### config.mk
export PLATFORM = sky130hd
export DESIGN_NAME = hcbp_fifo
export DESIGN_NICKNAME = d
export VERILOG_FILES = /design/src/rtl/core/hcbp_pkg.sv /design/src/rtl/core/hcbp_fifo.sv
export SDC_FILE = /design/constraint.sdc
export NUM_CORES = 1
export LEC_CHECK = 0
export BUFFER_PORTS_ARGS = -buffer_cell sky130_fd_sc_hd__buf_2
export CORE_MARGIN = 2
export CORE_UTILIZATION = 40
export DETAILED_ROUTE_END_ITERATION = 8
export PLACE_DENSITY = 0.72
export SYNTH_ARGS = -nofsm -noshare
export SYNTH_HDL_FRONTEND = slang
export SYNTH_SLANG_ARGS = --single-unit
### constraint.sdc
create_clock -name i_clk -period 2.2 [get_ports i_clk]
set_input_delay 0.44 -clock i_clk [delete_from_list [all_inputs] [get_ports i_clk]]
set_output_delay 0.44 -clock i_clk [all_outputs]
set_load 0.01 [all_outputs]
### src/rtl/core/hcbp_pkg.sv
`timescale 1ns / 1ps
// Shared constants and types for the Huffman code bit packer.
// No dependencies; imported by every module of the block.
package hcbp_pkg;

    // Port field widths
    localparam int CMD_W   = 2;
    localparam int SYM_W   = 8;
    localparam int CODE_W  = 32;
    localparam int LEN_W   = 6;
    localparam int BYTE_W  = 8;
    localparam int BITS_W  = 4;
    localparam int TOTAL_W = 40;

    // Command codes
    localparam logic [CMD_W-1:0] CMD_LOAD   = 2'd0;
    localparam logic [CMD_W-1:0] CMD_ENCODE = 2'd1;
    localparam logic [CMD_W-1:0] CMD_FLUSH  = 2'd2;

    // Back end sequencer states
    typedef enum logic {
        BK_IDLE,
        BK_EMIT
    } t_bk_state;

endpackage

### src/rtl/core/hcbp_fifo.sv
`timescale 1ns / 1ps
// Small synchronous queue between the front and back ends.
// Imports hcbp_pkg but uses none of its items; depth must be a power of two.
module hcbp_fifo #(
    parameter int DATA_W = 39,
    parameter int DEPTH  = 4
) (
    input  logic              i_clk,
    input  logic              i_rst_n,
    input  logic              i_push,
    input  logic [DATA_W-1:0] i_data,
    output logic              o_full,
    output logic              o_valid,
    output logic [DATA_W-1:0] o_data,
    input  logic              i_pop
);
    import hcbp_pkg::*;

    localparam int PW = (DEPTH > 1) ? $clog2(DEPTH) : 1;

    logic [DATA_W-1:0] r_mem [DEPTH];
    logic [PW-1:0]     r_wr_ptr;
    logic [PW-1:0]     r_rd_ptr;
    logic [PW:0]       r_count;
    logic              do_push;
    logic              do_pop;

    assign o_full  = (r_count == (PW + 1)'(DEPTH));
    assign o_valid = (r_count != '0);
    assign o_data  = r_mem[r_rd_ptr];
    assign do_push = i_push & ~o_full;
    assign do_pop  = i_pop & o_valid;

    // Entry storage
    always_ff @(posedge i_clk) begin
        if (do_push) begin
            r_mem[r_wr_ptr] <= i_data;
        end
    end

    // Pointers and fill level
    always_ff @(posedge i_clk) begin
        if (!i_rst_n) begin
            r_wr_ptr <= '0;
            r_rd_ptr <= '0;
            r_count  <= '0;
        end else begin
            if (do_push) r_wr_ptr <= r_wr_ptr + 1'b1;
            if (do_pop)  r_rd_ptr <= r_rd_ptr + 1'b1;
            case ({do_push, do_pop})
                2'b10:   r_count <= r_count + 1'b1;
                2'b01:   r_count <= r_count - 1'b1;
                default: r_count <= r_count;
            endcase
        end
    end

endmodule

---- Word level (Yosys, flattened, before mapping) ----
Memory sizes are Yosys's and may differ from the RTL's. A register that Yosys moved wholly into a read port is not among the register bits.
Index checks and enable logic that the tools add are counted.
word-level totals
  flip-flop bits (word level) ............. 7
  bits in latches ......................... 0
  memory bits (writable) .................. 156
  bits in read-only memories .............. 0
  bits of input ports ..................... 43
  output and inout bits ................... 41
  word-level logic and storage cells ...... 21
  memories ................................ 1
memory list
  memory  depth  bits a word  rd ports  clocked after Yosys merged registers in  wr ports  RTL line         RTL
  r_mem   4      39           1         1                                        1         hcbp_fifo.sv:21  logic [DATA_W-1:0] r_mem [DEPTH];
cells by class
  add/sub/neg operators ................... 4
  multiply operators ...................... 0
  divide/modulo/power cells ............... 0
  magnitude comparators ................... 0
  equality and inequality tests ........... 3
  shift-type cells ........................ 0
  muxes and demuxes ....................... 5
  bitwise logic cells ..................... 3
  reductions and logical operators ........ 2
operators with widths
  cell                   count
  $pmux W3 S2            1
  $add A2 B1 Y2 const B  2
  $mux W2                2
  $add A3 B1 Y3 const B  1
  $eq A3 B3 Y1 const B   1
  $reduce_bool A3 Y1     1
  $sub A3 B1 Y3 const B  1
  $and A1 B1 Y1          2
  $eq A2 B1 Y1 const B   1
  $eq A2 B2 Y1 const B   1
  $mux W1                2
  $reduce_bool A2 Y1     1
  $not A1 Y1             1

---- Longest topological paths before layout ----
  depth in word-level cells ............... 5
  mapped depth ............................ 10
  mapped depth without buffers ............ 9

---- Least setup slack after synthesis ----
OpenSTA, ideal clock, no wires.
  path type ............................... register to register
  start ................................... register r_count[2]
  end ..................................... register r_count[2]
  library setup time ...................... 76 ps
  data arrival time ....................... 2049 ps
  required time ........................... 2124 ps
  setup slack ............................. 75 ps
  cell stages (with the launch flop) ...... 11
  buffers on the path ..................... 1
  period minus slack after synthesis ...... 2125 ps
  path through ............................ dfxtp_1 nor3b_2 nor2b_1 buf_2 inv_1 ha_1 inv_1 fa_1 xor2_1 or3_1 a21boi_0
between the ends
  longest elaborated chain between the ends .. 5
  elaborated cells between the ends (all ways) .. 11
  classes of those cells .................. 2 x add/sub; 3 x eq/ne; 1 x mux; 3 x bitwise; 2 x reduce/logical
RTL lines
  item                                                      RTL line         RTL
  start, declared                                           hcbp_fifo.sv:24  logic [PW:0] r_count;
  start signal, assigned                                    hcbp_fifo.sv:51  2'b10: r_count <= r_count + 1'b1;
  start signal, assigned                                    hcbp_fifo.sv:52  2'b01: r_count <= r_count - 1'b1;
  start signal, assigned                                    hcbp_fifo.sv:53  default: r_count <= r_count;
  $eq A3 B3 Y1 (*)                                          hcbp_fifo.sv:28  assign o_full = (r_count == (PW + 1)'(DEPTH));
  net o_full                                                hcbp_fifo.sv:12  output logic o_full,
  $not A1 Y1 (*)                                            hcbp_fifo.sv:31  assign do_push = i_push & ~o_full;
  $and A1 B1 Y1 (*)                                         hcbp_fifo.sv:31
  $eq A2 B1 Y1 / $eq A2 B2 Y1 (equally long branches)       hcbp_fifo.sv:50  case ({do_push, do_pop})
  $pmux W3 S2 / $reduce_bool A2 Y1 (equally long branches)  n/a
Mark *: on every way through the listed nets, which the timed path passes. The rest lies on a longest branch.
A chain may end at the register's enable or synchronous reset.

==> impl_summary.txt <==
----------------------------------------------------
[Outcome]
  Outcome ... completed

[Timing]
  Worst-margin pin slew ... slightly above 400 ps
  Worst rel slew slack ... 0.720
  Hold Worst Slack ... 229 ps
  FMAX ... around 460 MHz
  Count of pins over their slew limit ... 0
  Count of endpoints failing setup in the final report ... 0
  Setup repair after global routing missed its margin ... yes
  Final total negative setup slack ... 0 ps
  PnR worst setup slack ... between 20 and 30 ps
  Final worst clock skew ... ~5.3 ps
  Final worst-path cycle share ... 0.988
  Tmin final ... 2170 ps
  Final hold violations ... 0

[Clock tree]
  TritonCTS clock tree ... done
  CTS Hold Buffers Added ... 0
  H-tree levels ... 4
  Worst-path clk slew ... around 60 ps
  Number of clock buffers inserted by TritonCTS ... 17
  Count of instances resized after the clock tree is built ... 7
  Cell at the root of the clock tree ... sky130_fd_sc_hd__clkbuf_16
  Clock latency at the later pin of the worst-skew pair ... 420 ps
  Clock sinks ... between 150 and 200
  Buffers inserted during post-CTS setup optimization ... 0
  Number of buffers on the longest clock path ... 2

[GRT]
  Pin count of the biggest net entering global routing ... 25
  Global-route total usage across every layer ... 0.139
  Antenna violations before repair ... 1
  Total overflow reported by the global router ... 0
  Via count of the first global-routing pass ... 3065
  Global-route wire length before repair ... about 16000 um

[Logic synthesis]
  Top area cells in the synthesized netlist ... sky130_fd_sc_hd__edfxtp_1 (77%), sky130_fd_sc_hd__mux4_2 (14%), sky130_fd_sc_hd__dfxtp_1 (2.9%), sky130_fd_sc_hd__ha_1 (1.0%), sky130_fd_sc_hd__and2_1 (0.72%)
  Yosys reg bits ... 165
  Warnings from Yosys ... 0
  Net count after synthesis ... around 300
  Portion of synthesized cell area occupied by the leading cell type ... 0.767
  Number of standard cells after synthesis ... ~260
  Largest area contributor in the synthesized netlist ... sky130_fd_sc_hd__edfxtp_1
  Netlist area before placement ... 6110 um^2
  Number of different library cells in the post-synthesis netlist ... 22
  Sequential cell area fraction in the yosys report ... 0.796
  Average cell area after synthesis ... 24.0 um^2

[Drt]
  Detail-routed net length per standard cell ... approximately 19 um
  Top routing layer used ... met4
  Vias ... between 2000 and 3000
  Metal1 wirelength ... between 4000 and 5000 um
  TritonRoute pass-1 iters ... 4
  Number of DRC violations after detailed routing ... 0
  Total met2 wirelength after detailed routing ... approximately 5300 um
  Number of nets still failing antenna checks after routing ... 0
  Initial DRC Count ... ~210
  Met3 wirelength from detailed routing ... 613 um
  Detail-routed via count per cell ... 5.08
  Total Wirelength ... ~11000 um

[Worst setup path]
  Critical path class ... register to output port
  Worst-path maximum fanout ... 24
  Critical path endpoint category ... output port
  Data arrival at the endpoint of the critical path ... 1730 ps
  Required time of the critical path ... around 1800 ps
  Sort of element at the start of the critical path ... register

[Floorplan]
  Width of the chip ... between 100 and 150 um
  Number of standard-cell rows in the floorplan ... 45
  Floorplan core area ... approximately 15000 um^2
  I/O pin count ... 84
  Initial cell density of the core ... 0.406
  Die footprint ... around 16000 um^2
  Die Ht ... approximately 130 um

[Pwr]
  Total power divided by cell area ... about 1200 nW/um^2
  Worst VDD drop ... slightly above 0.6 mV
  Leakage power of the design ... 0.00256 uW

[Finish]
  Number of nets in the layout ... between 400 and 500
  Count of fill cells added during filler insertion ... 1203
  Ant diodes ... 0
  Area grow syn2layout ... 23.5%
  Fraction of layout instances using a drive strength above 1 ... 0.470

[Flow run]
  Number of max-capacitance violations reported ... 0

[Placed design]
  Port Buf Inserts ... 83
  Worst-case setup slack after placement ... roughly 110 ps
  Post-detail-place hpwl ... 6420 um
  RD Place Congestion ... a little under 0.7

[Hold path]
  Path type of the worst min-delay path ... input pin to register

----------------------------------------------------
through the flow:
step           std cells  cell area, um^2  power (uW)   util
6_report             560             7540        9060  0.502
5_1_grt              560             7540        9470  0.502
3_5_place_dp         529             6820        5960  0.453
3_3_place_gp         529             6820        5930  0.453
2_1_floorplan        255             6110        5260      -
4_1_cts              560             7460        9050  0.496
critical path: stages (launching register included):
cell	delay (ps)
sky130_fd_sc_hd__dfxtp_4	380
sky130_fd_sc_hd__buf_16	210
sky130_fd_sc_hd__mux4_2	560
sky130_fd_sc_hd__buf_6	140
synthesized netlist by cell type (all sizes together):
cell and n:
edfxtp 156, mux4 39, dfxtp 9, and2 7, buf 7, inv 6, ha 5, nand2 5
clkbuf 3, nor2b 3, xnor2 3, mux2i 2, o21ai 2, or3 2, a21boi 1, fa 1
nor3b 1, o311ai 1, o31a 1, xor2 1
worst paths after layout:
kind / from / to / slack [ps] / depth (start not counted)
setup / recovery: register / o_data[21] / 30 / 3
hold reg to reg: r_wr_ptr[1] / r_wr_ptr[1] / 510 / 2
setup reg to reg: r_count[2] / r_count[2] / 140 / 9
hold / removal: i_data[24] / r_mem[0][24] / 230 / 1
cell type report:
class,instances,area [um^2],share of cell area
Sequential cell,165,4870,0.646
Timing Repair Buffer,96,641,0.0849
Clock buffer,17,425,0.0564
Tap cell,188,235,0.0312
Clock inverter,14,176,0.0234
Inverter,6,22.5,0.00299
Multi-Input combinational cell,74,1170,0.155
state kept, by name (all words and copies together), names as in the netlist, named ones only:
name      flops
r_count       3
r_mem       156
r_wr_ptr      2
r_rd_ptr      2
where the power goes:
group	switching (uW)	internal, uW
logic	1000	1150
registers	119	3800
clock network	1200	1790
total	2320	6740
kinds of logic (layout without fill, tap and decap cells):
group / after synthesis / after routing / synth area share
muxes: 41 / 41 / 0.147
xor gates and xnor gates: 4 / 4 / 0.00574
buffers and inverters: 16 / 133 / 0.0141
and+or+nand+nor: 18 / 18 / 0.0174
DFF: 165 / 165 / 0.796
AOI/OAI and AO/OA: 5 / 5 / 0.00574
adders and majority gates: 6 / 6 / 0.0135
layer usage:
| metal | vias up | global-route usage |
|---|---|---|
| met5 | - | 0 |
| met4 | 0 | 0.0582 |
| met3 | 13 | 0.0582 |
| met2 | 82 | 0.224 |
| met1 | 1481 | 0.165 |
| li1 | 1267 | - |
placed cells by master (no fill, tap or decap), types with 4 or more instances in the layout:
cell type                    synthesis  layout
sky130_fd_sc_hd__inv_1               6       6
sky130_fd_sc_hd__clkbuf_16           0      17
sky130_fd_sc_hd__clkinvlp_4          0       4
sky130_fd_sc_hd__and2_2              0       4
sky130_fd_sc_hd__inv_6               0       5
sky130_fd_sc_hd__ha_1                5       5
sky130_fd_sc_hd__dfxtp_1             9       4
sky130_fd_sc_hd__buf_6               2      16
sky130_fd_sc_hd__dfxtp_2             0       4
sky130_fd_sc_hd__buf_2               3      67
sky130_fd_sc_hd__buf_4               2      11
sky130_fd_sc_hd__mux4_2             39      39
sky130_fd_sc_hd__nand2_1             5       5
sky130_fd_sc_hd__edfxtp_1          156     156
Note: power is estimated with default switching activity, not from simulation.
