<file path="config.mk">
export PLATFORM = sky130hd
export DESIGN_NAME = hcbp_back
export DESIGN_NICKNAME = d
export VERILOG_FILES = /design/src/rtl/core/hcbp_pkg.sv /design/src/rtl/core/hcbp_back.sv
export SDC_FILE = /design/constraint.sdc
export NUM_CORES = 1
export LEC_CHECK = 0
export BUFFER_PORTS_ARGS = -buffer_cell sky130_fd_sc_hd__buf_2
export CAP_MARGIN = 20
export CORE_AREA = 5 5 176 136
export CTS_CLUSTER_SIZE = 14
export DETAILED_ROUTE_END_ITERATION = 10
export DIE_AREA = 0 0 181 141
export GPL_ROUTABILITY_DRIVEN = 0
export SYNTH_ARGS = -nofsm -noshare
export SYNTH_HDL_FRONTEND = slang
export SYNTH_SLANG_ARGS = --single-unit
</file>
<file path="constraint.sdc">
create_clock -name i_clk -period 3.7 [get_ports i_clk]
set_clock_uncertainty 0.1 [all_clocks]
set_input_delay 0 -clock i_clk [delete_from_list [all_inputs] [get_ports i_clk]]
set_output_delay 0 -clock i_clk [all_outputs]
set_load 0.03 [all_outputs]
</file>
<file path="src/rtl/core/hcbp_pkg.sv">
`timescale 1ns / 1ps
// Shared constants and types for the Huffman code bit packer.
// No dependencies; imported by every module of the block.
package hcbp_pkg;

    // Port field widths
    localparam int CMD_W   = 2;
    localparam int SYM_W   = 8;
    localparam int CODE_W  = 32;
    localparam int LEN_W   = 6;
    localparam int BYTE_W  = 8;
    localparam int BITS_W  = 4;
    localparam int TOTAL_W = 40;

    // Command codes
    localparam logic [CMD_W-1:0] CMD_LOAD   = 2'd0;
    localparam logic [CMD_W-1:0] CMD_ENCODE = 2'd1;
    localparam logic [CMD_W-1:0] CMD_FLUSH  = 2'd2;

    // Back end sequencer states
    typedef enum logic {
        BK_IDLE,
        BK_EMIT
    } t_bk_state;

endpackage

</file>
<file path="src/rtl/core/hcbp_back.sv">
`timescale 1ns / 1ps
// Back end: merges codewords into the byte accumulator, emits full bytes one per cycle
// while the output is free, handles flush and holds the output register. Uses hcbp_pkg.
module hcbp_back #(
    parameter int MAX_CODE_LEN = 32,
    parameter int LW           = 6,
    parameter int DATA_W       = 39
) (
    input  logic                          i_clk,
    input  logic                          i_rst_n,
    input  logic                          i_ent_valid,
    input  logic [DATA_W-1:0]             i_ent_data,
    output logic                          o_pop,
    output logic                          o_out_valid,
    input  logic                          i_out_stall,
    output logic [hcbp_pkg::BYTE_W-1:0]   o_out_byte,
    output logic [hcbp_pkg::BITS_W-1:0]   o_byte_bits,
    output logic [hcbp_pkg::TOTAL_W-1:0]  o_total_bits,
    output logic                          o_last
);
    import hcbp_pkg::*;

    localparam int WIN = MAX_CODE_LEN + BYTE_W;
    localparam int CW  = $clog2(WIN);

    // Saturating total update
    function automatic logic [TOTAL_W-1:0] sat_add(input logic [TOTAL_W-1:0] a,
                                                   input logic [BITS_W-1:0] b);
        logic [TOTAL_W:0] sum;
        sum = {1'b0, a} + (TOTAL_W + 1)'(b);
        return sum[TOTAL_W] ? {TOTAL_W{1'b1}} : sum[TOTAL_W-1:0];
    endfunction

    t_bk_state               r_state, n_state;
    logic [WIN-1:0]          r_val, n_val;
    logic [CW-1:0]           r_cnt, n_cnt;
    logic [BYTE_W-1:0]       r_acc, n_acc;
    logic [2:0]              r_pend, n_pend;
    logic [TOTAL_W-1:0]      r_total, n_total;

    logic                    r_o_valid, n_o_valid;
    logic [BYTE_W-1:0]       r_o_byte, n_o_byte;
    logic [BITS_W-1:0]       r_o_bits, n_o_bits;
    logic [TOTAL_W-1:0]      r_o_total, n_o_total;
    logic                    r_o_last, n_o_last;

    logic                    ent_flush;
    logic [MAX_CODE_LEN-1:0] ent_code;
    logic [LW-1:0]           ent_len;
    logic                    out_free;
    logic [WIN-1:0]          merged;
    logic [CW-1:0]           rem;
    logic [BYTE_W-1:0]       emit_byte;
    logic [TOTAL_W-1:0]      tot_flush;
    logic [TOTAL_W-1:0]      tot_byte;

    assign ent_flush = i_ent_data[DATA_W-1];
    assign ent_code  = i_ent_data[LW +: MAX_CODE_LEN];
    assign ent_len   = i_ent_data[LW-1:0];
    assign out_free  = ~r_o_valid | ~i_out_stall;

    // Pending bits followed by the codeword, right aligned
    assign merged    = (WIN'(r_acc) << ent_len) |
                       (WIN'(ent_code) & ~({WIN{1'b1}} << ent_len));
    assign rem       = r_cnt - CW'(BYTE_W);
    assign emit_byte = BYTE_W'(r_val >> rem);
    assign tot_flush = sat_add(r_total, BITS_W'(r_pend));
    assign tot_byte  = sat_add(r_total, BITS_W'(BYTE_W));

    // Sequencer state
    always_ff @(posedge i_clk) begin
        if (!i_rst_n) begin
            r_state   <= BK_IDLE;
            r_val     <= '0;
            r_cnt     <= '0;
            r_acc     <= '0;
            r_pend    <= '0;
            r_total   <= '0;
            r_o_valid <= 1'b0;
        end else begin
            r_state   <= n_state;
            r_val     <= n_val;
            r_cnt     <= n_cnt;
            r_acc     <= n_acc;
            r_pend    <= n_pend;
            r_total   <= n_total;
            r_o_valid <= n_o_valid;
        end
    end

    // Output payload
    always_ff @(posedge i_clk) begin
        r_o_byte  <= n_o_byte;
        r_o_bits  <= n_o_bits;
        r_o_total <= n_o_total;
        r_o_last  <= n_o_last;
    end

    // Next state and result generation
    always_comb begin
        n_state   = r_state;
        n_val     = r_val;
        n_cnt     = r_cnt;
        n_acc     = r_acc;
        n_pend    = r_pend;
        n_total   = r_total;
        n_o_valid = r_o_valid & i_out_stall;
        n_o_byte  = r_o_byte;
        n_o_bits  = r_o_bits;
        n_o_total = r_o_total;
        n_o_last  = r_o_last;
        o_pop     = 1'b0;
        case (r_state)
            BK_IDLE: begin
                if (i_ent_valid) begin
                    if (ent_flush) begin
                        if (out_free) begin
                            o_pop     = 1'b1;
                            n_total   = tot_flush;
                            n_o_valid = 1'b1;
                            n_o_byte  = r_acc;
                            n_o_bits  = BITS_W'(r_pend);
                            n_o_total = tot_flush;
                            n_o_last  = 1'b1;
                            n_acc     = '0;
                            n_pend    = '0;
                        end
                    end else begin
                        o_pop   = 1'b1;
                        n_val   = merged;
                        n_cnt   = CW'(r_pend) + CW'(ent_len);
                        n_state = BK_EMIT;
                    end
                end
            end
            BK_EMIT: begin
                if (r_cnt < CW'(BYTE_W)) begin
                    // leftover bits go back to the accumulator
                    n_acc   = r_val[BYTE_W-1:0] & ~({BYTE_W{1'b1}} << r_cnt);
                    n_pend  = r_cnt[2:0];
                    n_state = BK_IDLE;
                end else if (out_free) begin
                    n_total   = tot_byte;
                    n_o_valid = 1'b1;
                    n_o_byte  = emit_byte;
                    n_o_bits  = BITS_W'(BYTE_W);
                    n_o_total = tot_byte;
                    n_o_last  = (rem < CW'(BYTE_W));
                    n_cnt     = rem;
                    if (rem < CW'(BYTE_W)) begin
                        n_acc   = r_val[BYTE_W-1:0] & ~({BYTE_W{1'b1}} << rem);
                        n_pend  = rem[2:0];
                        n_state = BK_IDLE;
                    end
                end
            end
            default: begin
                n_state = BK_IDLE;
            end
        endcase
    end

    assign o_out_valid  = r_o_valid;
    assign o_out_byte   = r_o_byte;
    assign o_byte_bits  = r_o_bits;
    assign o_total_bits = r_o_total;
    assign o_last       = r_o_last;

endmodule
</file>
After elaboration in Yosys (flattened, before gate mapping)
Index checks and enable logic that the tools add are counted.
{"block": "totals", "in_bits": 43, "regBits": 152, "elab_cells": 107, "output_inout_bits": 55}
{"block": "op_classes", "n_reduce_logical": 4, "bitwise_logic": 13, "eq_ne": 8, "shifts": 5, "magnitude_cmp": 2, "add_sub_neg": 4, "mux": 60}
{"operator": "two-way mux 40 bit", "count": 7}
{"operator": "two-way mux 8 bit", "count": 11}
{"operator": "one-hot mux 40 bit (2 select lines)", "count": 1}
{"operator": "adder 40 x 3 -> 41 bit", "count": 1}
{"operator": "adder 40 x 4 -> 41 bit (second input constant)", "count": 1}
{"operator": "bitwise AND 32 x 40 -> 40 bit", "count": 1}
{"operator": "NOT 40 bit", "count": 1}
{"operator": "OR 40 bit", "count": 1}
{"operator": "left shift 40 x 6 -> 40 bit (first input constant)", "count": 1}
{"operator": "left shift 8 x 6 -> 40 bit", "count": 1}
{"operator": "right shift 40 x 6 -> 8 bit", "count": 1}
{"operator": "one-hot mux 8 bit (2 select lines)", "count": 2}
{"operator": "two-way mux 6 bit", "count": 4}
{"operator": "two-way mux 4 bit", "count": 5}
{"operator": "two-way mux 1 bit", "count": 18}
{"operator": "two-way mux 3 bit", "count": 6}
{"operator": "bitwise AND 8 bit", "count": 2}
{"operator": "NOT 8 bit", "count": 2}
{"operator": "left shift 8 x 6 -> 8 bit (first input constant)", "count": 2}
{"operator": "< comparator 6 x 4 -> 1 bit (second input constant)", "count": 2}
{"operator": "one-hot mux 6 bit (2 select lines)", "count": 1}
{"operator": "!= test 2 bit (second input constant)", "count": 5}
{"operator": "AND reduction 5 bit", "count": 2}
{"operator": "one-hot mux 4 bit (2 select lines)", "count": 1}
{"operator": "other kinds (11)", "count": 17}

Logic depth before layout (Yosys ltp)
{"block": "logic_depth", "word_depth": 8, "depth_mapped": 12, "depth_no_buf": 8}

Worst setup path after synthesis
Ideal clock, no wire load.
{"block": "synth_timing", "path_kind": "reg2reg", "from": "reg r_cnt[3]", "to": "reg r_total[24]", "n_path_buf": 2, "setup_ps": 225, "synth_period_minus_slack_ps": 3260, "slack_ps": 440, "required_ps": 3375, "path_stages_with_launch": 7, "arrival_ps": 2935, "path_cell_list": "dfxtp_1 > clkbuf_1 > o31ai_1 > a21o_1 > clkinv_1 > clkbuf_1 > a311oi_1"}
{"block": "synth_between", "elab_chain_len": 3}
{"element": "start: declaration", "line": "hcbp_back.sv:36", "rtl": "logic [CW-1:0] r_cnt, n_cnt;"}
{"element": "start signal: assignment", "line": "hcbp_back.sv:83", "rtl": "r_cnt <= n_cnt;"}
{"element": "< comparator 6 x 4 -> 1 bit", "line": "hcbp_back.sv:137", "rtl": "if (r_cnt < CW'(BYTE_W)) begin"}
{"element": "!= test 2 bit (no source line)"}
{"element": "AND reduction 5 bit (no source line)"}
{"element": "end signal: assignment", "line": "hcbp_back.sv:86", "rtl": "r_total <= n_total;"}
{"element": "end: declaration", "line": "hcbp_back.sv:39", "rtl": "logic [TOTAL_W-1:0] r_total, n_total;"}
Every way passes these cells.
A chain may end at the register's enable or synchronous reset.

Final worst setup path
{"block": "layout_timing", "from": "reg r_pend[0]", "to": "reg r_total[25]"}
{"block": "layout_between", "elab_chain_len": 6}
{"element": "start: declaration", "line": "hcbp_back.sv:38", "rtl": "logic [2:0] r_pend, n_pend;"}
{"element": "start signal: assignment", "line": "hcbp_back.sv:85", "rtl": "r_pend <= n_pend;"}
{"element": "adder 40 x 3 -> 41 bit", "line": "hcbp_back.sv:30", "rtl": "sum = {1'b0, a} + (TOTAL_W + 1)'(b);"}
{"element": "two-way mux 40 bit", "line": "hcbp_back.sv:31", "rtl": "return sum[TOTAL_W] ? {TOTAL_W{1'b1}} : sum[TOTAL_W-1:0];"}
{"element": "two-way mux 40 bit", "line": "hcbp_back.sv:117", "rtl": "if (out_free) begin"}
{"element": "two-way mux 40 bit", "line": "hcbp_back.sv:116", "rtl": "if (ent_flush) begin"}
{"element": "two-way mux 40 bit", "line": "hcbp_back.sv:115", "rtl": "if (i_ent_valid) begin"}
{"element": "one-hot mux 40 bit (2 select lines)", "line": "hcbp_back.sv:113", "rtl": "case (r_state)"}
Every way passes these cells. The select of a mux whose other input is x is not followed.

==> impl_metrics.tcl <==
set metrics [dict create \
    tightest_slew_ns 0.9045 \
    die_w_um 181 \
    worstSkewPairLatency_ns 0.43 \
    seq_area_frac_synth_pct 36.88 \
    min_to "r_val[15]$_SDFFE_PN0P_" \
    gr-total-overflow 0 \
    rrSetupSlack_ns 0.89 \
    antenna_found_initial 0 \
    yosys-top-cells-area "dfxtp_1 (20%), edfxtp_1 (16%), mux4_2 (5.8%), nand2_1 (4.6%), a21oi_1 (4.6%)" \
    max-clock-path-buffers 2 \
    track_usage_pct 24.53 \
    cts_tree "done" \
    core-area_mm2 0.02228 \
    yosys_warnings 0 \
    r2r_start "r_pend[0]$_SDFFE_PN0P_" \
    synthCells 1120 \
    ios 98 \
    htree_levels 4 \
    period_share_pct 75.95 \
    nets 1271 \
    cts-root-buf "clkbuf_16" \
    io_buffers 97 \
    holdWs_ns 0.05049 \
    slew_viol_final 0 \
    rows 48 \
    hp-start "i_ent_data[3]" \
    die_area_mm2 0.02552 \
    clkSinkCount 152 \
    area_delta_synth_final_pct 18.37 \
    post-route-min-period_ns 2.810 \
    viasPerCell 6.195 \
    synthFlopType "dfxtp_1" \
    synth_top_area_share_pct 20.45 \
    startpoint_type "register" \
    synthMostInstantiatedCell "nand2_1" \
    start_util_pct 43.49 \
    avgSynthCellArea_um2 8.652 \
    rr_worst_depth 10 \
    drive_gt1_share_pct 18.93 \
    yosys-top-cells-count "nand2_1 (120), nor2_1 (115), dfxtp_1 (99)" \
    grt_pass1_vias 8396 \
    arrival_ns 3.03 \
    vias 9484 \
    grt_max_degree 51 \
    post-cts-setup-buffers 0 \
    hold_path_class "in2reg" \
    crit_fanout 16 \
    fin_setup_tns_ns 0 \
    hold_viol 0 \
    first_pass_iters 7 \
    setup_viol 0 \
    dpl.hpwl_um 23130 \
    max_slew_margin_pct 39.07 \
    worstSetupPathType "reg2reg" \
    drc 0 \
    cap_violations 0 \
    clkTransAtPathRegs_ns 0.06 \
    cellLeakagePower_uw 0.004242 \
    synth.distinct_cells 80 \
    outcome "finished, final reports clean" \
    wire_per_inst_um 21.06 \
    r2r-end "r_total[25]$_SDFFE_PN0P_" \
    grt_pass1_wl_um 49680 \
    die_y_um 141 \
    synth_edf_count 53 \
    drt_iter0_markers 1410 \
    max_freq_mhz 355.9 \
    ys_ff_latch 152 \
    postCtsHoldBufs 44 \
    antenna_left 0 \
    cp.required_ns 3.92 \
    hold_path_depth 3 \
    syn_nets 1173 \
    syn_area_mm2 0.009691 \
    synth_largest_area_cell "dfxtp_1" \
    numCtsBuffers 17 \
    p_per_area_mw_per_mm2 396.9 \
    synth-async-reset-ratio_pct 0 \
    cts_resized 0 \
    worstSetupEndpointType "register" \
    grt_setup_unrepaired "no" \
    ir_drop_mv 0.2869 \
    diodes 0 \
    wirelength_um 32240 \
]
==> layout make-up <==
class	count	area, um^2
multi-input combinational	862	5692
clock inverter	11	160.2
timing repair buffer	166	1126
clock buffer	21	471.7
sequential	152	3575
fill	2102	10810
tap	300	375.4
inverter	19	71.32
==> cells by family after synthesis <==
group / count (synthesis) / synth area share [%]
adders and majority gates: 10 / 1.446
and+or+nand+nor: 406 / 20.56
xor gates and xnor gates: 13 / 1.175
AOI/OAI and AO/OA: 343 / 22.56
muxes: 90 / 12.87
buffers and inverters: 106 / 4.519
DFF: 152 / 36.88
==> worst max-delay path by stage <==
stage,from,depth (start not counted),end
3_3_place_gp,r_cnt[0]$_SDFFE_PN0P_,6,o_out_byte[0]$_DFFE_PP_
4_1_cts,r_cnt[0]$_SDFFE_PN0P_,6,o_out_byte[0]$_DFFE_PP_
2_1_floorplan,r_cnt[3]$_SDFFE_PN0P_,6,r_total[24]$_SDFFE_PN0P_
3_5_place_dp,r_cnt[0]$_SDFFE_PN0P_,6,o_out_byte[0]$_DFFE_PP_
5_1_grt,r_cnt[0]$_SDFFE_PN0P_,5,o_out_byte[5]$_DFFE_PP_
6_report,r_pend[0]$_SDFFE_PN0P_,10,r_total[25]$_SDFFE_PN0P_
==> registers in the layout, summed over array words and instances (netlist names) <==
| signal | count |
|---|---|
| o_total_bits | 40 |
| r_total | 40 |
| r_val | 40 |
| o_out_byte | 8 |
| r_acc | 8 |
| r_cnt | 6 |
| o_byte_bits | 4 |
| r_pend | 3 |
| o_last | 1 |
| o_out_valid | 1 |
| r_state | 1 |
==> worst max-delay path: stages (launching register included) <==
cell and delay [ns]:
dfxtp_1 0.34, ha_1 0.24, fa_1 0.45, a211oi_2 0.24, buf_4 0.25, nor4_4 0.10, nand3_1 0.24, buf_4 0.26
nand2_1 0.12, o31a_1 0.27, o21a_1 0.10
==> placed cells by master (no fill, tap or decap), types with 24 or more instances in the layout <==
cell,instances
a31oi_1,34
mux2_2,27
dlygate4sd3_1,44
dfxtp_1,98
buf_4,24
a21oi_1,89
nand2_1,120
mux2i_1,38
mux4_2,25
o21ai_0,85
buf_2,97
edfxtp_1,53
nor2_1,114
nor3_1,26
nand3_1,43
==> metrics by stage <==
stage | power [uW] | cells | worst slack, ns | cell area, um^2 | utilization (%)
finish | 4553 | 1531 | 0.8900 | 11470 | 51.48
global route | 4719 | 1531 | 0.6647 | 11470 | 51.48
CTS | 4557 | 1531 | 0.8978 | 11470 | 51.48
detailed placement | 2634 | 1455 | 0.9119 | 10400 | 46.67
global placement | 2636 | 1455 | 0.9300 | 10400 | 46.67
floorplan | 2402 | 1120 | 0.4396 | 9691 | -
==> power by group <==
group          switching [uW]  internal (uW)  leakage (uW)
logic                     477            274       0.00262
clock network             758           1140      0.000308
registers                88.9           1820       0.00131
==> metal layers <==
layer  up-vias  GRT usage (%)  routed length, um
li1       4443              -                  -
met1      4482          41.66              15930
met3        36          6.113               3888
met5         -              0                  0
met2       523          30.48              12070
met4         0          4.145                352
No activity file was read; power rests on OpenSTA's default activity.
